==> src/hw/rtl/nsc_pkg.sv <==
`timescale 1ns / 1ps

package nsc_pkg;

	// Longest sentence tracked before lengths saturate.
	localparam int MAX_LEN  = 1023;
	localparam int LEN_CAP  = MAX_LEN + 3;
	localparam int CNT_W    = $clog2(LEN_CAP + 1);
	localparam int BODY_W   = 10;
	localparam int BODY_MAX = (MAX_LEN < 1023) ? MAX_LEN : 1023;
	localparam int TALKER_LEN = 6;

	// Queue between front and back.
	localparam int QDEPTH = 2;
	localparam int QPTR_W = $clog2(QDEPTH);
	localparam int QCNT_W = $clog2(QDEPTH + 1);

	localparam logic [7:0] CH_DOLLAR = 8'h24;
	localparam logic [7:0] CH_STAR   = 8'h2A;
	localparam logic [7:0] CH_COMMA  = 8'h2C;
	localparam logic [7:0] CH_CR     = 8'h0D;
	localparam logic [7:0] CH_LF     = 8'h0A;

	localparam logic [2:0] ST_OK         = 3'd0;
	localparam logic [2:0] ST_EMPTY      = 3'd1;
	localparam logic [2:0] ST_NO_DOLLAR  = 3'd2;
	localparam logic [2:0] ST_NO_SUM     = 3'd3;
	localparam logic [2:0] ST_BAD_SUM    = 3'd4;
	localparam logic [2:0] ST_BAD_TALKER = 3'd5;

	localparam logic [1:0] MODE_IGNORE   = 2'd0;
	localparam logic [1:0] MODE_VALIDATE = 2'd1;
	localparam logic [1:0] MODE_REQUIRE  = 2'd2;

	// Snapshot of one finished sentence, handed from front to back.
	typedef struct packed {
		logic             started;
		logic             dollar;
		logic [7:0]       xor_sum;
		logic [23:0]      tail;
		logic [CNT_W-1:0] count;
		logic             comma_seen;
		logic [CNT_W-1:0] comma_pos;
	} sentence_rec_t;

	function automatic logic is_ws(input logic [7:0] c);
		return (c == 8'h20) || ((c >= 8'h09) && (c <= 8'h0D));
	endfunction

	// Add with saturation at LEN_CAP.
	function automatic logic [CNT_W-1:0] sat_add(input logic [CNT_W-1:0] a,
		input logic [CNT_W-1:0] b);
		logic [CNT_W:0] s;
		s = {1'b0, a} + {1'b0, b};
		if (s > (CNT_W+1)'(LEN_CAP))
			return CNT_W'(LEN_CAP);
		return s[CNT_W-1:0];
	endfunction

	// Returns {is_hex, value}.
	function automatic logic [4:0] hex_nibble(input logic [7:0] c);
		if ((c >= 8'h30) && (c <= 8'h39))
			return {1'b1, c[3:0]};
		if (((c >= 8'h41) && (c <= 8'h46)) || ((c >= 8'h61) && (c <= 8'h66)))
			return {1'b1, c[3:0] + 4'd9};
		return 5'b0;
	endfunction

endpackage

==> src/hw/rtl/nsc_front.sv <==
`timescale 1ns / 1ps

module nsc_front (
	input  logic                  clk,
	input  logic                  arst_n,
	input  logic                  in_valid,
	output logic                  in_ready,
	input  logic [7:0]            char_byte,
	input  logic                  last_char,
	input  logic                  q_full,
	output logic                  push,
	output nsc_pkg::sentence_rec_t push_rec
);

	logic                     started_q, dollar_q, xor_stop_q, pend_stop_q, comma_seen_q;
	logic [7:0]               xor_q, pend_xor_q;
	logic [23:0]              tail_q;
	logic [15:0]              pend_tail_q;
	logic [nsc_pkg::CNT_W-1:0] pend_n_q, count_q, comma_pos_q;

	logic                     n_started, n_dollar, n_xor_stop, n_pend_stop, n_comma_seen;
	logic [7:0]               n_xor, n_pend_xor;
	logic [23:0]              n_tail;
	logic [15:0]              n_pend_tail;
	logic [nsc_pkg::CNT_W-1:0] n_pend_n, n_count, n_comma_pos;
	logic                     accept;

	assign in_ready = !q_full;
	assign accept   = in_valid && in_ready;
	assign push     = accept && last_char;

	always_comb begin
		n_started    = started_q;
		n_dollar     = dollar_q;
		n_xor        = xor_q;
		n_xor_stop   = xor_stop_q;
		n_tail       = tail_q;
		n_pend_n     = pend_n_q;
		n_pend_xor   = pend_xor_q;
		n_pend_stop  = pend_stop_q;
		n_pend_tail  = pend_tail_q;
		n_count      = count_q;
		n_comma_seen = comma_seen_q;
		n_comma_pos  = comma_pos_q;
		if (!started_q) begin
			if (!nsc_pkg::is_ws(char_byte)) begin
				n_started = 1'b1;
				n_dollar  = (char_byte == nsc_pkg::CH_DOLLAR);
				n_count   = nsc_pkg::CNT_W'(1);
				n_tail    = {16'h0, char_byte};
			end
		end else if (nsc_pkg::is_ws(char_byte)) begin
			// Hold whitespace aside until we know it is interior.
			n_pend_n = nsc_pkg::sat_add(pend_n_q, nsc_pkg::CNT_W'(1));
			if (!pend_stop_q) begin
				if (char_byte == nsc_pkg::CH_CR || char_byte == nsc_pkg::CH_LF)
					n_pend_stop = 1'b1;
				else
					n_pend_xor = pend_xor_q ^ char_byte;
			end
			n_pend_tail = {pend_tail_q[7:0], char_byte};
		end else begin
			// Fold pending whitespace back in, then the byte itself.
			if (pend_n_q != '0) begin
				n_count = nsc_pkg::sat_add(count_q, pend_n_q);
				if (!xor_stop_q) begin
					n_xor = xor_q ^ pend_xor_q;
					if (pend_stop_q)
						n_xor_stop = 1'b1;
				end
				if (pend_n_q >= nsc_pkg::CNT_W'(2))
					n_tail = {tail_q[7:0], pend_tail_q};
				else
					n_tail = {tail_q[15:0], pend_tail_q[7:0]};
			end
			n_pend_n    = '0;
			n_pend_xor  = '0;
			n_pend_stop = 1'b0;
			n_pend_tail = '0;
			if (char_byte == nsc_pkg::CH_COMMA && !comma_seen_q) begin
				n_comma_seen = 1'b1;
				n_comma_pos  = n_count;
			end
			if (!n_xor_stop) begin
				if (char_byte == nsc_pkg::CH_STAR)
					n_xor_stop = 1'b1;
				else
					n_xor = n_xor ^ char_byte;
			end
			n_tail  = {n_tail[15:0], char_byte};
			n_count = nsc_pkg::sat_add(n_count, nsc_pkg::CNT_W'(1));
		end
	end

	assign push_rec = '{started: n_started, dollar: n_dollar, xor_sum: n_xor, tail: n_tail,
		count: n_count, comma_seen: n_comma_seen, comma_pos: n_comma_pos};

	always_ff @(posedge clk or negedge arst_n) begin
		if (!arst_n) begin
			started_q    <= 1'b0;
			dollar_q     <= 1'b0;
			xor_q        <= '0;
			xor_stop_q   <= 1'b0;
			tail_q       <= '0;
			pend_n_q     <= '0;
			pend_xor_q   <= '0;
			pend_stop_q  <= 1'b0;
			pend_tail_q  <= '0;
			count_q      <= '0;
			comma_seen_q <= 1'b0;
			comma_pos_q  <= '0;
		end else if (accept) begin
			if (last_char) begin
				// Sentence done: clear for the next one.
				started_q    <= 1'b0;
				dollar_q     <= 1'b0;
				xor_q        <= '0;
				xor_stop_q   <= 1'b0;
				tail_q       <= '0;
				pend_n_q     <= '0;
				pend_xor_q   <= '0;
				pend_stop_q  <= 1'b0;
				pend_tail_q  <= '0;
				count_q      <= '0;
				comma_seen_q <= 1'b0;
				comma_pos_q  <= '0;
			end else begin
				started_q    <= n_started;
				dollar_q     <= n_dollar;
				xor_q        <= n_xor;
				xor_stop_q   <= n_xor_stop;
				tail_q       <= n_tail;
				pend_n_q     <= n_pend_n;
				pend_xor_q   <= n_pend_xor;
				pend_stop_q  <= n_pend_stop;
				pend_tail_q  <= n_pend_tail;
				count_q      <= n_count;
				comma_seen_q <= n_comma_seen;
				comma_pos_q  <= n_comma_pos;
			end
		end
	end

endmodule

==> config.mk <==
export PLATFORM = sky130hd
export DESIGN_NAME = nsc_front
export DESIGN_NICKNAME = d
export VERILOG_FILES = /design/src/hw/rtl/nsc_pkg.sv /design/src/hw/rtl/nsc_front.sv
export SDC_FILE = /design/constraint.sdc
export NUM_CORES = 1
export LEC_CHECK = 0
export ABC_AREA = 0
export ABC_CLOCK_PERIOD_IN_PS = 6240
export BUFFER_PORTS_ARGS = -buffer_cell sky130_fd_sc_hd__buf_2
export CAP_MARGIN = 10
export CORE_ASPECT_RATIO = 0.5
export CORE_MARGIN = 3
export CORE_UTILIZATION = 49
export CTS_BUF_LIST = sky130_fd_sc_hd__clkbuf_8
export CTS_CLUSTER_DIAMETER = 150
export DETAILED_ROUTE_END_ITERATION = 8
export GPL_TIMING_DRIVEN = 0
export PLACE_DENSITY = 0.69
export SETUP_SLACK_MARGIN = 0.5
export SYNTH_ARGS = -nofsm -noshare
export SYNTH_HDL_FRONTEND = slang
export SYNTH_SLANG_ARGS = --single-unit
==> constraint.sdc <==
create_clock -name clk -period 6.24 [get_ports clk]
set_clock_uncertainty 0.2 [all_clocks]
set_input_delay 0.936 -clock clk [delete_from_list [all_inputs] [get_ports clk]]
set_output_delay 0.936 -clock clk [all_outputs]
set_load 0.01 [all_outputs]
==> impl_metrics.toml <==
[synth]
synth_mux_area_share_pct = 3.42
synth-simple-area-share_pct = 19.8
synth_edf_count = 0
yosys-top-cells-area = "dfrtp_1 38%, nand2_1 7.4%, a22o_1 7.4%, o21ai_0 3.8%, nor2_1 3.5%"
synth_ff_type = "dfrtp_1"
synth_top_area_share_pct = 37.6
ys_warn_count = 0
syn_area_mm2 = 0.00625
ys_async_sr_fraction_pct = 100
synth-xor-area-share_pct = 4.06
yosys_register_bits = 94
syn_nets = 759
synth-seq-area-share_pct = 37.6
synth-compound-area-share_pct = 26.8
syn_avg_cell_area_um2 = 8.58
synthDistinctLibCells = 69
synthAdderAreaFrac_pct = 3.72
syn-instance-count = 728
synth_top_family_by_area = "compound AO/OA/AOI/OAI gates"
yosys.area.top_type = "dfrtp_1"
yosys-top-cells-count = "124 x nand2_1, 94 x dfrtp_1, 59 x nor2_1"
synth_most_common_cell = "nand2_1"

[finish]
final_layout_size_suffix_gt1_share_pct = 18.4
area_delta_synth_final_pct = 15.4
finalInstanceArea_mm2 = 0.00721
antenna_cells = 0
post-route-util_pct = 59.5
nets = 848
layoutNonFillerInstCount = 987

[clocking]
cts_tree = "built"
cts_buffers = 9
cts-htree-levels = 3
clockRootBuffer = "clkbuf_8"
ctsHoldBuffers = 0
insertion_delay_ps = 370
clk_pin_slew_ps = 100
cts.sinks = 94
clockBufferDepth = 2

[critical_path]
cp_max_fo = 10
start_kind = "flop"
cp.arrival_ps = 4420
worstSetupEndpointType = "primary output"
worstPathRequired_ps = 5100
crit_type = "reg2out"

[global_route]
track_usage_pct = 26.1
grt_overflow_total = 0
grt_max_degree = 54
antenna_found_initial = 0
grt_pass1_wl_mm = 30.4
grt_pass1_vias = 5634

[hold_path]
hp-class = "reg2reg"

[floorplan]
die_width_um = 166
die-height_um = 85.9
pin_count = 72
core_area_mm2 = 0.0121
initial_core_util_pct = 51.6
die-area_mm2 = 0.0142
rows = 28

[sta]
finalCritPeriodShare_pct = 89.0
maxSlewHeadroom_pct = 36.9
max_freq_mhz = 180
tightestPinTransition_ps = 940
rsz0062_at_grt = "yes"
hold_viol_final = 0
period_needed_ps = 5550
setup_tns_ps = 0
fin_ws_ps = 688
hold_slack_ps = 278
drv_slew = 0
setup_violations = 0

[place]
place_hpwl_mm = 13.5
portBuffers = 70
place_inst = 964
dpl_worst_slack_ps = 577
place_area_mm2 = 0.00684
routabilityCongestion = 0.931

[detailed_routing]
routed_wl_mm = 18.4
viasPerCell = 6.08
drc = 0
first_pass_iters = 5
initialDrtViolationCount = 571
detail_route.wl_per_cell_um = 18.6
num_vias = 6003
drtAntennaViolNets = 0

[pwr]
p_leak_nw = 3.36
power.density_mw_per_mm2 = 197
finalPower_mw = 1.42
ir_worst_vdd_uv = 123

[flow_run]
drv_cap = 0

[outcome]
outcome = "finished, final reports clean"
-- layer usage --
metal / GRT usage (%) / routed length (um) / vias up
li1: - / - / 2820
met2: 40.9 / 8350 / 234
met4: 4.98 / 221 / 0
met5: 0 / 0 / -
met1: 38.5 / 8580 / 2927
met3: 4.74 / 1240 / 22
-- power by group --
group | switching (mW) | leakage (nW) | internal [mW]
clock network | 0.232 | 0.105 | 0.199
logic | 0.178 | 1.98 | 0.120
registers | 0.0395 | 1.28 | 0.650
-- sequential cells by signal, summed over array words and instances, names as in the netlist --
signal        flops
comma_pos_q      11
comma_seen_q      1
count_q          11
dollar_q          1
pend_n_q         11
pend_stop_q       1
pend_tail_q      16
pend_xor_q        8
started_q         1
tail_q           24
xor_q             8
xor_stop_q        1
-- placed cells by master (no fill, tap or decap), drive strengths merged, types with 16 or more instances in the layout --
cell type | netlist | layout
ha | 17 | 17
dfrtp | 94 | 94
nand2 | 124 | 124
o21ai | 62 | 62
a21oi | 37 | 37
nand3 | 26 | 26
a22o | 53 | 53
xor2 | 17 | 17
inv | 17 | 20
nor2 | 60 | 60
nor3 | 16 | 16
clkbuf | 32 | 42
buf | 13 | 91
-- final cells by class --
type / count / area, um^2
Buffer: 45 / 216
Clock buffer: 10 / 138
Sequential cell: 94 / 2350
Tap cell: 165 / 206
Fill cell: 1172 / 4910
Timing Repair Buffer: 78 / 433
Clock inverter: 6 / 67.6
Multi-Input combinational cell: 572 / 3730
Inverter: 17 / 63.8
-- path summary, 6_finish.rpt --
path | start | to | slack, ps | cells after the start
min in group asynchronous | arst_n | pend_n_q[10] | 370 | 1
max in group asynchronous | arst_n | pend_n_q[1] | 4760 | 2
max reg2reg | count_q[0] | count_q[7] | 2070 | 19
min | pend_tail_q[12] | pend_tail_q[12] | 280 | 2
max | count_q[0] | push_rec[18] | 690 | 19
min reg2reg | pend_tail_q[12] | pend_tail_q[12] | 280 | 2
-- what timing repair did --
item,4_1_cts,5_1_grt
setup buffers,3,4
gates resized for setup,6,21
pin swaps,1,4
setup endpoints to repair,11,11
hold endpoints to repair,0,0
-- worst max-delay path: stages (launching register included) --
cell       delay [ps]
dfrtp_1           400
ha_1              200
inv_1              60
fa_1              400
nand2b_4          170
a211oi_4          300
buf_4             180
o2111ai_1         190
nand3_4           170
a32o_1            330
and2_1            200
buf_6             130
and3_1            150
buf_4             140
a31oi_1            90
a31o_1            210
buf_6             140
buf_6             140
a32o_2            290
buf_2             140
-- cell families (layout without fill, tap and decap cells) --
group	Yosys count	count (layout)
AO/OA/AOI/OAI	230	230
adder cells (fa/ha/maj)	18	18
XOR/XNOR	29	29
flip-flops	94	94
AND/OR/NAND/NOR	275	275
buffers and inverters	62	156
multiplexers	20	20
Power figures use the tool's default switching activity.
